**config.mk**
```make
export PLATFORM = sky130hd
export DESIGN_NAME = source_tokenizer
export DESIGN_NICKNAME = d
export VERILOG_FILES = /design/src/rtl/core/stok_pkg.sv /design/src/rtl/core/source_tokenizer.sv /design/src/rtl/core/stok_step.sv /design/src/rtl/core/stok_queue.sv
export SDC_FILE = /design/constraint.sdc
export NUM_CORES = 1
export LEC_CHECK = 0
export BUFFER_PORTS_ARGS = -buffer_cell sky130_fd_sc_hd__buf_2
export CAP_MARGIN = 20
export CORE_MARGIN = 3
export CORE_UTILIZATION = 50
export CTS_CLUSTER_DIAMETER = 150
export CTS_CLUSTER_SIZE = 12
export DETAILED_ROUTE_END_ITERATION = 8
export PLACE_DENSITY = 0.78
export SLEW_MARGIN = 20
export SYNTH_ARGS = -nofsm -noshare
export SYNTH_HDL_FRONTEND = slang
export SYNTH_SLANG_ARGS = --single-unit
```
**constraint.sdc**
```tcl
create_clock -name clk_i -period 10.77 [get_ports clk_i]
set_clock_uncertainty 0.2 [all_clocks]
set_input_delay 1.6155 -clock clk_i [delete_from_list [all_inputs] [get_ports clk_i]]
set_output_delay 1.6155 -clock clk_i [all_outputs]
set_load 0.1 [all_outputs]
```
**src/rtl/core/stok_pkg.sv**
```systemverilog
// ----------------------------------------------------------------------------
// stok_pkg
// Shared types and constants for the source tokenizer.
// ----------------------------------------------------------------------------
package stok_pkg;

  localparam int unsigned POS_BITS_DEF = 16;
  localparam int unsigned CHAR_W       = 7;
  localparam int unsigned OUT_POS_W    = 16;
  localparam int unsigned OUT_LEN_W    = 16;
  // result queue depth, at least two so one character's tokens fit at once
  localparam int unsigned QUEUE_DEPTH  = 4;

  typedef enum logic [2:0] {
    KIND_INT     = 3'd0,
    KIND_FLOAT   = 3'd1,
    KIND_IDENT   = 3'd2,
    KIND_STRING  = 3'd3,
    KIND_CHAR    = 3'd4,
    KIND_PUNCT   = 3'd5,
    KIND_END     = 3'd6,
    KIND_INVALID = 3'd7
  } kind_e;

  typedef enum logic [2:0] {
    MODE_IDLE,
    MODE_INT,
    MODE_INT_DOT,
    MODE_IDENT,
    MODE_QUOTE,
    MODE_PUNCT
  } mode_e;

  typedef struct packed {
    kind_e                 kind;
    logic [OUT_POS_W-1:0]  start;
    logic [OUT_LEN_W-1:0]  len;
    logic                  last;
  } token_t;

  // tokens produced by one character, already compacted into r0 then r1
  typedef struct packed {
    logic [1:0] count;
    token_t     r0;
    token_t     r1;
  } push_t;

endpackage

```
**src/rtl/core/source_tokenizer.sv**
```systemverilog
// A character waits in the input register until the queue has room; the
// scanner update then writes its tokens into the result queue. Throughput:
// one character per cycle while the queue has room; a character that closes
// two tokens leaves them one per output transaction, absorbed by the
// four-entry result queue. The rate is set by the scanner update between input
// register and result queue. Reset: scanner idle at position zero, queue empty.
// ----------------------------------------------------------------------------
// source_tokenizer
// Streaming lexer: one character per transaction in, tokens out.
// ----------------------------------------------------------------------------
module source_tokenizer #(
  parameter int unsigned PosBits = stok_pkg::POS_BITS_DEF
) (
  input  logic                            clk_i,
  input  logic                            rst_ni,
  input  logic                            in_valid_i,
  output logic                            in_ready_o,
  input  logic [stok_pkg::CHAR_W-1:0]     char_code_i,
  input  logic                            end_of_source_i,
  output logic                            out_valid_o,
  input  logic                            out_ready_i,
  output logic [2:0]                      token_kind_o,
  output logic [stok_pkg::OUT_POS_W-1:0]  start_pos_o,
  output logic [stok_pkg::OUT_LEN_W-1:0]  text_length_o,
  output logic                            last_o
);
  import stok_pkg::*;

  logic              in_vld_q;
  logic [CHAR_W-1:0] char_q;
  logic              eos_q;
  logic              room;
  logic              fire;
  push_t             push;
  token_t            head;

  assign fire       = in_vld_q && room;
  assign in_ready_o = !in_vld_q || fire;

  always_ff @(posedge clk_i or negedge rst_ni) begin
    if (!rst_ni) begin
      in_vld_q <= 1'b0;
    end else if (in_ready_o) begin
      in_vld_q <= in_valid_i;
    end
  end

  always_ff @(posedge clk_i) begin
    if (in_valid_i && in_ready_o) begin
      char_q <= char_code_i;
      eos_q  <= end_of_source_i;
    end
  end

  stok_step #(
    .PosBits(PosBits)
  ) u_step (
    .clk_i  (clk_i),
    .rst_ni (rst_ni),
    .fire_i (fire),
    .char_i (char_q),
    .eos_i  (eos_q),
    .push_o (push)
  );

  stok_queue u_queue (
    .clk_i   (clk_i),
    .rst_ni  (rst_ni),
    .push_i  (push),
    .room_o  (room),
    .valid_o (out_valid_o),
    .ready_i (out_ready_i),
    .head_o  (head)
  );

  assign token_kind_o  = head.kind;
  assign start_pos_o   = head.start;
  assign text_length_o = head.len;
  assign last_o        = head.last;

endmodule

```
**src/rtl/core/stok_step.sv**
```systemverilog
// ----------------------------------------------------------------------------
// stok_step
// Scanner state and per-character next-state / token logic.
// ----------------------------------------------------------------------------
module stok_step #(
  parameter int unsigned PosBits = stok_pkg::POS_BITS_DEF
) (
  input  logic                          clk_i,
  input  logic                          rst_ni,
  input  logic                          fire_i,
  input  logic [stok_pkg::CHAR_W-1:0]   char_i,
  input  logic                          eos_i,
  output stok_pkg::push_t               push_o
);
  import stok_pkg::*;

  localparam logic [CHAR_W-1:0] CH_DQ  = 7'h22;
  localparam logic [CHAR_W-1:0] CH_SQ  = 7'h27;
  localparam logic [CHAR_W-1:0] CH_DOT = 7'h2e;
  localparam logic [CHAR_W-1:0] CH_EQ  = 7'h3d;
  localparam logic [CHAR_W-1:0] CH_LT  = 7'h3c;
  localparam logic [CHAR_W-1:0] CH_GT  = 7'h3e;
  localparam logic [CHAR_W-1:0] CH_SP  = 7'h20;

  function automatic logic is_digit(input logic [CHAR_W-1:0] c);
    return (c >= 7'h30) && (c <= 7'h39);
  endfunction

  function automatic logic is_alpha(input logic [CHAR_W-1:0] c);
    return ((c >= 7'h61) && (c <= 7'h7a)) || ((c >= 7'h41) && (c <= 7'h5a)) ||
           (c == 7'h5f);
  endfunction

  function automatic logic is_space(input logic [CHAR_W-1:0] c);
    return (c == CH_SP) || ((c >= 7'h09) && (c <= 7'h0d));
  endfunction

  // ( ) { } [ ] < > + - * / % = & ^ | ~ : ; , . ! ?
  function automatic logic is_single(input logic [CHAR_W-1:0] c);
    return c inside {7'h28, 7'h29, 7'h7b, 7'h7d, 7'h5b, 7'h5d, 7'h3c, 7'h3e,
                     7'h2b, 7'h2d, 7'h2a, 7'h2f, 7'h25, 7'h3d, 7'h26, 7'h5e,
                     7'h7c, 7'h7e, 7'h3a, 7'h3b, 7'h2c, 7'h2e, 7'h21, 7'h3f};
  endfunction

  // first characters of two-character punctuators: > < + - * / % & |
  function automatic logic is_prefix(input logic [CHAR_W-1:0] c);
    return c inside {7'h3e, 7'h3c, 7'h2b, 7'h2d, 7'h2a, 7'h2f, 7'h25, 7'h26, 7'h7c};
  endfunction

  function automatic logic is_pair(input logic [CHAR_W-1:0] a,
                                   input logic [CHAR_W-1:0] b);
    logic r;
    r = 1'b0;
    case (a)
      7'h3e, 7'h3c: r = (b == CH_EQ) || (b == a);            // >= >> <= <<
      7'h2b:        r = (b == CH_EQ) || (b == 7'h2b);         // += ++
      7'h2d:        r = (b == CH_EQ) || (b == 7'h2d) || (b == CH_GT); // -= -- ->
      7'h2a, 7'h2f, 7'h25: r = (b == CH_EQ);                  // *= /= %=
      7'h26:        r = (b == 7'h26);                         // &&
      7'h7c:        r = (b == 7'h7c);                         // ||
      default:      r = 1'b0;
    endcase
    return r;
  endfunction

  mode_e               mode_q, mode_d;
  logic [PosBits-1:0]  pos_q, pos_d;
  logic [PosBits-1:0]  start_q, start_d;
  logic [CHAR_W-1:0]   first_q, first_d;
  logic                two_q, two_d;
  logic                dq_q, dq_d;

  logic [PosBits-1:0]  span_p, span_q, dot_pos, span_dot;
  token_t              a_tok, b_tok;
  logic                a_vld, b_vld;
  logic                do_begin;

  // start of a new token with the current character
  mode_e               bg_mode;
  logic                bg_vld;
  kind_e               bg_kind;

  assign span_p   = pos_q - start_q;
  assign span_q   = span_p - PosBits'(1);
  assign dot_pos  = pos_q - PosBits'(1);
  assign span_dot = dot_pos - start_q;

  always_comb begin
    bg_mode = MODE_IDLE;
    bg_vld  = 1'b0;
    bg_kind = KIND_INVALID;
    if (is_space(char_i)) begin
      bg_mode = MODE_IDLE;
    end else if (is_digit(char_i)) begin
      bg_mode = MODE_INT;
    end else if (is_alpha(char_i)) begin
      bg_mode = MODE_IDENT;
    end else if ((char_i == CH_DQ) || (char_i == CH_SQ)) begin
      bg_mode = MODE_QUOTE;
    end else if (is_prefix(char_i)) begin
      bg_mode = MODE_PUNCT;
    end else if (is_single(char_i)) begin
      bg_vld  = 1'b1;
      bg_kind = KIND_PUNCT;
    end else begin
      bg_vld  = 1'b1;
      bg_kind = KIND_INVALID;
    end
  end

  always_comb begin
    mode_d   = mode_q;
    pos_d    = pos_q;
    start_d  = start_q;
    first_d  = first_q;
    two_d    = two_q;
    dq_d     = dq_q;
    a_vld    = 1'b0;
    b_vld    = 1'b0;
    a_tok    = '{kind: KIND_INT, start: OUT_POS_W'(start_q), len: OUT_LEN_W'(span_p),
                 last: 1'b0};
    b_tok    = '{kind: KIND_END, start: OUT_POS_W'(pos_q), len: '0, last: 1'b0};
    do_begin = 1'b0;

    if (eos_i) begin
      unique case (mode_q)
        MODE_INT: begin
          a_vld = 1'b1;
        end
        MODE_INT_DOT: begin
          a_vld      = 1'b1;
          a_tok.kind = KIND_FLOAT;
        end
        MODE_IDENT: begin
          a_vld      = 1'b1;
          a_tok.kind = KIND_IDENT;
        end
        MODE_QUOTE: begin
          a_vld      = 1'b1;
          a_tok.kind = KIND_INVALID;
        end
        MODE_PUNCT: begin
          a_vld      = 1'b1;
          a_tok.kind = KIND_PUNCT;
          a_tok.len  = two_q ? OUT_LEN_W'(2) : OUT_LEN_W'(1);
        end
        default: a_vld = 1'b0;
      endcase
      b_vld   = 1'b1;
      mode_d  = MODE_IDLE;
      pos_d   = '0;
      two_d   = 1'b0;
      first_d = '0;
    end else begin
      pos_d = pos_q + PosBits'(1);
      unique case (mode_q)
        MODE_INT: begin
          if (is_digit(char_i)) begin
            mode_d = MODE_INT;
          end else if (char_i == CH_DOT) begin
            mode_d = MODE_INT_DOT;
          end else begin
            a_vld    = 1'b1;
            do_begin = 1'b1;
          end
        end
        MODE_INT_DOT: begin
          a_vld    = 1'b1;
          do_begin = 1'b1;
          if (char_i <= CH_SP) begin
            a_tok.kind = KIND_FLOAT;
          end else if (is_alpha(char_i)) begin
            // dot split off the integer as its own punctuator
            a_tok.len = OUT_LEN_W'(span_dot);
            b_vld     = 1'b1;
            b_tok     = '{kind: KIND_PUNCT, start: OUT_POS_W'(dot_pos),
                          len: OUT_LEN_W'(1), last: 1'b0};
          end
        end
        MODE_IDENT: begin
          if (!(is_alpha(char_i) || is_digit(char_i))) begin
            a_vld      = 1'b1;
            a_tok.kind = KIND_IDENT;
            do_begin   = 1'b1;
          end
        end
        MODE_QUOTE: begin
          if (char_i == (dq_q ? CH_DQ : CH_SQ)) begin
            a_vld      = 1'b1;
            a_tok.kind = dq_q ? KIND_STRING : KIND_CHAR;
            a_tok.len  = OUT_LEN_W'(span_q);
            mode_d     = MODE_IDLE;
          end
        end
        MODE_PUNCT: begin
          a_tok.kind = KIND_PUNCT;
          if (two_q) begin
            a_vld = 1'b1;
            two_d = 1'b0;
            if (char_i == CH_EQ) begin
              a_tok.len = OUT_LEN_W'(3);
              mode_d    = MODE_IDLE;
            end else begin
              a_tok.len = OUT_LEN_W'(2);
              do_begin  = 1'b1;
            end
          end else if (is_pair(first_q, char_i)) begin
            if (((first_q == CH_GT) || (first_q == CH_LT)) && (char_i == first_q)) begin
              two_d = 1'b1;
            end else begin
              a_vld     = 1'b1;
              a_tok.len = OUT_LEN_W'(2);
              mode_d    = MODE_IDLE;
            end
          end else begin
            a_vld     = 1'b1;
            a_tok.len = OUT_LEN_W'(1);
            do_begin  = 1'b1;
          end
        end
        default: do_begin = 1'b1;
      endcase

      if (do_begin) begin
        mode_d  = bg_mode;
        start_d = pos_q;
        two_d   = 1'b0;
        if (bg_mode == MODE_QUOTE) begin
          dq_d = (char_i == CH_DQ);
        end
        if (bg_mode == MODE_PUNCT) begin
          first_d = char_i;
        end
        if (bg_vld) begin
          b_vld = 1'b1;
          b_tok = '{kind: bg_kind, start: OUT_POS_W'(pos_q), len: OUT_LEN_W'(1),
                    last: 1'b0};
        end
      end
    end
  end

  // compact the two slots and mark the final token of this character
  always_comb begin
    push_o = '0;
    if (a_vld) begin
      push_o.r0      = a_tok;
      push_o.r1      = b_tok;
      push_o.r0.last = !b_vld;
      push_o.r1.last = 1'b1;
      push_o.count   = b_vld ? 2'd2 : 2'd1;
    end else begin
      push_o.r0      = b_tok;
      push_o.r0.last = 1'b1;
      push_o.r1      = b_tok;
      push_o.count   = b_vld ? 2'd1 : 2'd0;
    end
    if (!fire_i) begin
      push_o.count = 2'd0;
    end
  end

  always_ff @(posedge clk_i or negedge rst_ni) begin
    if (!rst_ni) begin
      mode_q  <= MODE_IDLE;
      pos_q   <= '0;
      start_q <= '0;
      first_q <= '0;
      two_q   <= 1'b0;
      dq_q    <= 1'b0;
    end else if (fire_i) begin
      mode_q  <= mode_d;
      pos_q   <= pos_d;
      start_q <= start_d;
      first_q <= first_d;
      two_q   <= two_d;
      dq_q    <= dq_d;
    end
  end

endmodule

```
**src/rtl/core/stok_queue.sv**
```systemverilog
// ----------------------------------------------------------------------------
// stok_queue
// Result queue taking up to two tokens per cycle, one out per transaction.
// ----------------------------------------------------------------------------
module stok_queue (
  input  logic                 clk_i,
  input  logic                 rst_ni,
  input  stok_pkg::push_t      push_i,
  output logic                 room_o,
  output logic                 valid_o,
  input  logic                 ready_i,
  output stok_pkg::token_t     head_o
);
  import stok_pkg::*;

  localparam int unsigned PtrW = $clog2(QUEUE_DEPTH);
  localparam int unsigned CntW = $clog2(QUEUE_DEPTH + 1);

  token_t            mem_q [QUEUE_DEPTH];
  logic [PtrW-1:0]   wr_q, wr_d, rd_q, rd_d;
  logic [CntW-1:0]   cnt_q, cnt_d;
  logic              pop;
  logic [PtrW-1:0]   wr_next;

  assign valid_o = (cnt_q != '0);
  assign head_o  = mem_q[rd_q];
  assign pop     = valid_o && ready_i;
  // room for the worst case of two tokens from one character
  assign room_o  = (cnt_q <= CntW'(QUEUE_DEPTH - 2));
  assign wr_next = wr_q + PtrW'(1);

  always_comb begin
    wr_d  = wr_q + PtrW'(push_i.count);
    rd_d  = pop ? (rd_q + PtrW'(1)) : rd_q;
    cnt_d = cnt_q + CntW'(push_i.count) - CntW'(pop);
  end

  always_ff @(posedge clk_i) begin
    if (push_i.count != 2'd0) begin
      mem_q[wr_q] <= push_i.r0;
    end
    if (push_i.count == 2'd2) begin
      mem_q[wr_next] <= push_i.r1;
    end
  end

  always_ff @(posedge clk_i or negedge rst_ni) begin
    if (!rst_ni) begin
      wr_q  <= '0;
      rd_q  <= '0;
      cnt_q <= '0;
    end else begin
      wr_q  <= wr_d;
      rd_q  <= rd_d;
      cnt_q <= cnt_d;
    end
  end

endmodule
```
## Word level (Yosys, flattened, before mapping)

Memories as Yosys holds them, arrays and structs flattened.
Cells that the tools add are included.

- Register bits after elaboration: 60
- Word-level logic and storage cells: 217
- Memory bits (read-only): 0
- Bits of input ports: 12
- Memories kept: 1
- Bits in latches: 0
- RAM bits: 144
- Output and inout bits: 38

- Muxes and demuxes: 94
- Div/mod/pow operators: 0
- Reduce and logical (&&, ||, !) cells: 37
- Add/subtract/negate cells: 10
- Eq/ne operators: 52
- Multiply operators: 0
- Shifts and indexed selects: 0
- $lt $le $gt $ge: 10
- Bitwise logic cells: 1

Memory list:

| name | words | bits a word | read ports | clocked after memory_dff | write ports | RTL line | RTL |
|---|---|---|---|---|---|---|---|
| u_queue.mem_q | 4 | 36 | 1 | 0 | 2 | stok_queue.sv:19 | `token_t mem_q [QUEUE_DEPTH];` |

Operators by type and width:

| kind | number |
|---|---|
| 7-bit by 6-bit equality test with 1-bit output (second input constant) | 28 |
| 36-bit 2-to-1 mux | 5 |
| 16-bit 2-to-1 mux | 9 |
| 74-bit 2-to-1 mux | 1 |
| 3-bit 2-to-1 mux | 23 |
| 7-bit equality test (second input constant) | 9 |
| 16-bit one-hot mux with 3 select lines | 1 |
| 1-bit 2-to-1 mux | 40 |
| 35-bit 2-to-1 mux | 1 |
| 16-bit by 1-bit subtractor with 16-bit output (second input constant) | 2 |
| 16-bit subtractor | 2 |
| 3-bit one-hot mux with 4 select lines | 2 |
| 24-bit nonzero test | 1 |
| 7-bit 2-to-1 mux | 3 |
| 16-bit by 1-bit adder with 16-bit output (second input constant) | 1 |
| 7-bit equality test | 2 |
| 7-bit greater-or-equal comparator (second input constant) | 2 |
| 7-bit by 6-bit <= comparator with 1-bit output (second input constant) | 2 |
| 7-bit <= comparator (second input constant) | 2 |
| 3-bit equality test (second input constant) | 4 |
| 1-bit logical OR | 11 |
| 2-bit 2-to-1 mux | 5 |
| 5-bit by 2-bit inequality test with 1-bit output (second input constant) | 2 |
| 3-bit one-hot mux with 3 select lines | 1 |
| 31 further kinds | 45 |

## Logic depth before layout (Yosys ltp)

Gate-level depths: netlist of run 1.

- Word-level depth: 19
- Mapped depth: 20
- Gate-level depth less buffers: 17

## Hierarchy

Synthesis of run 1 repeated with hierarchy kept, for this count alone.

- Cell total of the unflattened synthesis: 1213
- Area total of the unflattened synthesis: 13695.6 sq um

Modules (own cells, without submodules):

| module | area an instance (sq um) | times used | sequential area each (sq um) | cells an instance |
|---|---|---|---|---|
| stok_queue | 7395.8 | 1 | 4499.3 | 392 |
| stok_step | 5999.5 | 1 | 1101.1 | 808 |
| source_tokenizer | 300.3 | 1 | 265.3 | 13 |

## Least setup slack after synthesis of run 1

No wires, ideal clock.

- Path kind: register -> register
- Start point: register char_q[0]
- End point: memory u_queue.mem_q[2][0] (netlist bit) (enable)
- Library setup time: 0.376 ns
- Required time: 10.194 ns
- Data arrival time: 3.810 ns
- Clock period less this slack: 4.386 ns
- Path buffers: 5
- Stages on the path, launching flop included: 17
- Slack: 6.384 ns
- Cells stage by stage: edfxtp_1 > clkbuf_2 > or2_1 > or4_1 > buf_2 > a31oi_4 > o311ai_0 > and2_1 > buf_2 > inv_2 > buf_4 > ha_1 > o21ai_1 > or3b_2 > and2_1 > clkbuf_1 > inv_1

RTL lines:

| element | RTL line | RTL |
|---|---|---|
| start: declaration | source_tokenizer.sv:30 | `logic [CHAR_W-1:0] char_q;` |
| start signal: assignment | source_tokenizer.sv:50 | `char_q <= char_code_i;` |
| end: declaration | stok_queue.sv:19 |  |

==> impl_metrics.csv, run 1 <==
group,metric,value,unit
synth,synthArstFlopShare,0.2549,
grt,grt_overflow,0,
floorplanning,chipWidth,164.6,um
critical_path,crit_buf_inv,2,
critical_path,arrival,6310,ps
route,wl,35.14,mm
cts,clockBufferDepth,3,
floorplanning,start_util,0.5129,
grt,grtUsageTotal,0.2568,
sta,setup-tns-final,0,ps
critical_path,end_kind,"flip-flop",
cells_and_area,nets,1345,
route,via_count,10600,
sta,hold_viol,0,
grt,antenna_found_initial,0,
synth,synth-adder-area-share,0.04256,
cts,cts_tree,"yes",
sta,setup_viol,0,
critical_path,crit_chain,"nor4bb_1 -> nand4_1 -> nor4_2 -> a221oi_1 -> o21ai_0 -> and2_1 -> inv_2 -> ha_1 -> o21ai_1 -> or3b_2 -> and2_1 -> inv_1 -> o22a_1",
sta,worst_pin_slew,1096,ps
critical_path,crit_path_max_fanout,21,
critical_path,r2r_end,"u_queue.mem_q[2][35]",
floorplanning,io_pins,50,
synth,syn_area,12580,um2
synth,synth_mux_area_frac,0.07925,
route,drcViolationCount,0,
cts,ctsResizeCount,0,
cells_and_area,fill_cells,2165,
min_path,holdCritStartpoint,"u_queue.mem_q[3][15]",
route,wl_per_cell,21.57,um
critical_path,ff2ff_path_depth,13,
flow_run,drv_cap,0,
synth,syn_area_per_cell,9.679,um2
synth,yosys.cell_types.count,93,
synth,synth_nets,1353,
cts,cts-buffers-inserted,20,
synth,ys_seq_area_frac,0.4152,
sta,maxSlewViolCount,0,
floorplanning,fp.coreArea,24530,um2
synth,synth_xor_area_frac,0.04663,
route,via_per_inst,6.509,
route,ant_nets,0,
floorplanning,rows,57,
critical_path,cp-start-kind,"flip-flop",
critical_path,cpPeakStageDelay,670,ps
critical_path,regToRegSetupSlack,4650,ps
cells_and_area,n_antenna_cell,0,
cts,holdBufCountCts,0,
status,status,"completed",
floorplanning,die-area,27110,um2
route,drt_iter0_drc,1190,
synth,yosys-top-cells-count,"133 x nand2_1, 118 x o21ai_0, 88 x edfxtp_1, 71 x nor2_1, 71 x o22ai_1",
sta,rsz0062_at_grt,"no",
min_path,min_path_cells,2,
critical_path,cp_common_cell,"and2_1",
min_path,worst_hold_path_type,"flip-flop to flip-flop",
grt,grt_max_degree,53,
critical_path,crit_type,"flip-flop to flip-flop",
critical_path,path_delay_family,"simple AND/OR/NAND/NOR gates",
sta,maxSlewHeadroom,0.2654,
cts,h-tree-depth,1,
critical_path,crit_slowest_cell,"and2_1",
floorplanning,fp.dieH,164.6,um
synth,synth_enable_flop_cells,88,
critical_path,r2r-start,"char_q[6]",
synth,synth_top_area_share,0.2100,
synth,synth-compound-area-share,0.2196,
route,dr.pass1.iters,7,
cells_and_area,multi_input_area,6838,um2
cts,clk_pin_slew,70,ps
synth,ys_seq_elements,204,
cells_and_area,seq_area,5226,um2
min_path,min_to,"u_queue.mem_q[3][15]",
place,io_buffers,49,
sta,post-route-min-period,6117,ps
grt,grt_pass1_wl,55.45,mm
cells_and_area,drive_above_1_share,0.1165,
synth,synth_ff_type,"edfxtp_1",
sta,fmax,0.1635,GHz
synth,yosysMostFrequentCell,"nand2_1",
synth,ys_warn_count,0,
synth,synth_simple_gate_area_frac,0.1553,
cts,insertion_delay,510,ps
place,gp_congestion,0.9273,
critical_path,worst_ep_required_time,10960,ps
synth,postSynthCellCount,1300,
cts,cts_root_buf,"clkbuf_16",
cts,postCtsSetupBuffers,0,
cells_and_area,area_delta_synth_final,7.268,%
place,dp_hpwl,24.88,mm
grt,grt_pass1_vias,10090,
synth,yosys-top-cells-area,"edfxtp_1 21%, dfrtp_1 10%, dfxtp_1 10%",
cts,clkSinkCount,204,
sta,period_share,0.5680,
synth,synth_top_cell_by_area,"edfxtp_1",
synth,synth_top_family_by_area,"compound AO/OA/AOI/OAI gates",
critical_path,path_depth,13,
## flip-flops by register name, indices dropped and copies added (netlist names), 2 cells and up
signal,cells
u_step.mode_q,3
u_queue.rd_q,2
char_q,7
u_step.start_q,16
u_step.first_q,7
u_queue.cnt_q,3
u_step.pos_q,16
u_queue.mem_q,144
u_queue.wr_q,2
## kinds of logic after synthesis
group | Yosys count
flops | 204
compound gates | 416
simple gates | 390
fa+ha+maj | 41
buf+inv | 129
mux | 53
xor+xnor | 67
## worst min-delay path: stages (launching register included)
cell	delay (ps)
dfxtp_1	320
nand2_1	40
o21ai_0	60
## per-layer routing
| metal | track usage | part of all wire | vias up |
|---|---|---|---|
| met5 | 0 | 0 | - |
| met4 | 0.08197 | 0.034 | 0 |
| met3 | 0.04063 | 0.085 | 86 |
| met2 | 0.4139 | 0.46 | 518 |
| met1 | 0.3567 | 0.42 | 5101 |
| li1 | - | - | 4898 |
## placed cells by master (no fill, tap or decap), types with 8 or more instances in the layout
master and instances:
a21o_1 13, a21oi_1 58, a22o_1 28, a31oi_1 10, and2_1 8, and3_1 10, buf_2 49, clkbuf_1 14
clkbuf_16 20, dfrtp_1 51, dfxtp_1 64, edfxtp_1 88, ha_1 38, inv_1 42, mux2_2 12, mux4_2 36
nand2_1 133, nand2b_1 14, nand3_1 34, nand4_1 12, nor2_1 71, nor2b_1 16, nor3_1 35, o21a_1 11
o21ai_0 118, o21ai_1 8, o22ai_1 71, or3_1 11, xnor2_1 42, xor2_1 25
## stage by stage
step                      std cells  worst slack, ps  area [um2]  utilization  hold WS (ps)
after global routing           1629             4271       13500       0.5502         281.4
after global placement         1594             5003       12930       0.5270         230.0
after CTS                      1629             4811       13500       0.5502         256.8
after detailed placement       1594             4821       12930       0.5270         242.9
after floorplan                1300             6384       12580            -         219.8
final                          1629             4653       13500       0.5502         254.7
## area by class of cell
cell class,instances,share of cell area
multi-input cells,967,0.5066
flip-flops and latches,204,0.3872
clock buffers,34,0.04097
well taps,324,0.03003
repair buffers,56,0.02206
inverters,43,0.01196
clock inverters,1,0.001205
## worst max path at each step
| stage | from | end | slack (ps) |
|---|---|---|---|
| after global routing | char_q[3] | u_queue.mem_q[2][35] | 4270 |
| final | char_q[6] | u_queue.mem_q[2][35] | 4650 |
| after CTS | char_q[3] | u_queue.mem_q[2][35] | 4810 |
| after global placement | char_q[3] | u_queue.mem_q[2][21] | 5000 |
| after detailed placement | char_q[3] | u_queue.mem_q[2][35] | 4820 |
| after floorplan | char_q[0] | u_queue.mem_q[2][0] | 6380 |
Power of run 1 is left out: the tool's default activity adds up to more than one toggle a clock period on the data nets, which glitch-free logic cannot reach.
==> inputs of run 2 (changes only) <==
--- a/config.mk
+++ b/config.mk
@@ -12,7 +12,7 @@
 export CTS_CLUSTER_DIAMETER = 150
 export CTS_CLUSTER_SIZE = 12
 export DETAILED_ROUTE_END_ITERATION = 8
-export PLACE_DENSITY = 0.78
+export PLACE_DENSITY = 0.8
 export SLEW_MARGIN = 20
 export SYNTH_ARGS = -nofsm -noshare
 export SYNTH_HDL_FRONTEND = slang
==> constraint.sdc (replaced) <==
create_clock -name clk_i -period 5.58 [get_ports clk_i]
set_clock_uncertainty 0.2 [all_clocks]
set_input_delay 0.837 -clock clk_i [delete_from_list [all_inputs] [get_ports clk_i]]
set_output_delay 0.837 -clock clk_i [all_outputs]
set_load 0.1 [all_outputs]
==> impl_metrics.csv, run 2 (synthesis gave the netlist of run 1 again) <==
group,metric,value,unit
place,dp_hpwl,24.97,mm
critical_path,crit_start,"char_q[0]",
cells_and_area,area_delta_synth_final,8.491,%
cts,postCtsSetupBuffers,0,
cts,clockBufferDepth,3,
status,status,"completed",
sta,maxSlewViolCount,0,
floorplanning,start_util,0.5129,
min_path,holdCritStartpoint,"u_queue.mem_q[2][13]",
floorplanning,fp.dieH,164.6,um
sta,hold_ws,251.4,ps
cells_and_area,seq_area,5226,um2
critical_path,r2r-start,"char_q[0]",
critical_path,crit_slowest_cell,"nand2_1",
sta,worst_pin_slew,1145,ps
critical_path,arrival,5180,ps
cells_and_area,largest_reg_flops,144,
floorplanning,rows,57,
cells_and_area,top_register,"u_queue.mem_q",
cells_and_area,multi_input_area,6838,um2
route,wl,35.18,mm
cts,insertion_delay,510,ps
floorplanning,chipWidth,164.6,um
cells_and_area,fill_cells,2108,
critical_path,cpPeakStageDelay,680,ps
route,ant_nets,0,
critical_path,crit_chain,"nor4bb_1 -> o2111ai_1 -> a311o_1 -> a211oi_1 -> nor3_1 -> or2_1 -> nand2_1 -> nand3_1 -> ha_1 -> o21ai_1 -> nor2_1 -> nand2_1 -> o22ai_1",
floorplanning,io_pins,50,
sta,period_share,0.9099,
cts,clkSinkCount,204,
critical_path,crit_path_max_fanout,19,
cts,cts_root_buf,"clkbuf_16",
grt,grtUsageTotal,0.2596,
grt,grt_max_degree,53,
floorplanning,die-area,27110,um2
critical_path,cp_common_cell,"nand2_1",
cts,h-tree-depth,1,
critical_path,end_kind,"flip-flop",
cells_and_area,layout_commonest_cell,"nand2_1",
sta,setup-tns-final,0,ps
cts,ctsResizeCount,0,
route,dr.pass1.iters,5,
cells_and_area,drive_above_1_share,0.1306,
grt,grt_pass1_wl,55.92,mm
grt,grt_pass1_vias,10550,
grt,antenna_found_initial,0,
place,dp_slack,619.7,ps
sta,fmax,0.1970,GHz
critical_path,cp-start-kind,"flip-flop",
cts,holdBufCountCts,0,
route,drcViolationCount,0,
sta,rsz0062_at_grt,"no",
flow_run,drv_cap,0,
sta,hold_viol,0,
cts,cts_tree,"yes",
route,via_per_inst,6.599,
sta,setup_viol,0,
critical_path,worst_ep_required_time,5680,ps
place,gp_congestion,0.9954,
route,drt_iter0_drc,1312,
place,placed_area,13090,um2
place,io_buffers,49,
route,wl_per_cell,21.33,um
critical_path,crit_type,"flip-flop to flip-flop",
route,via_count,10880,
cells_and_area,n_antenna_cell,0,
sta,maxSlewHeadroom,0.2369,
floorplanning,fp.coreArea,24530,um2
sta,layout_setup_ws,502.8,ps
cells_and_area,reg.largest.list,"u_queue.mem_q (144), u_step.pos_q (16), u_step.start_q (16)",
min_path,worst_hold_path_type,"flip-flop to flip-flop",
cells_and_area,nets,1366,
sta,post-route-min-period,5077,ps
cells_and_area,fin_area,13650,um2
cts,clk_pin_slew,60,ps
cells_and_area,final_cell_mix,"133 x nand2_1, 118 x o21ai_0, 88 x edfxtp_1",
grt,grt_overflow,0,
cts,cts-buffers-inserted,20,
[run 2: changes by cell type in the layout (fill, tap and decap cells not counted)]
cell	delta
clkbuf_1	-1
buf_4	+21
[run 2: critical path: cells and delay by family (launching register included)]
family,cells,cell delay [ps]
flops,1,610
compound gates,5,1380
fa+ha+maj,1,360
simple gates,7,2310
[run 2: worst paths after layout]
check	to	slack, ps	cells past startpoint
worst max-delay path	u_queue.mem_q[1][24]	500	13
worst min-delay path	u_queue.mem_q[2][13]	250	2
worst max register to register	u_queue.mem_q[1][24]	500	13
worst min register to register	u_queue.mem_q[2][13]	250	2
max in group asynchronous	u_queue.rd_q[0]	4410	2
min in group asynchronous	u_step.start_q[1]	280	2
[run 2: per-layer routing]
| metal | share of wire | track usage |
|---|---|---|
| met3 | 0.10 | 0.05342 |
| met2 | 0.47 | 0.4193 |
| met1 | 0.40 | 0.3466 |
| met5 | 0 | 0 |
| met4 | 0.036 | 0.09569 |
[run 2: final cells by class]
class	count	share of cell area
Tap cell	324	0.02969
Timing Repair Buffer	77	0.03336
Clock buffer	33	0.04023
Sequential cell	204	0.3828
Multi-Input combinational cell	967	0.5009
Clock inverter	1	0.001191
Inverter	43	0.01182
[run 2: per-stage QoR]
step | instances | utilization
finish | 1649 | 0.5565
global route | 1649 | 0.5565
CTS | 1649 | 0.5565
detailed placement | 1615 | 0.5334
global placement | 1615 | 0.5334
floorplan | 1300 | -
Power of run 2 is left out for the same reason.
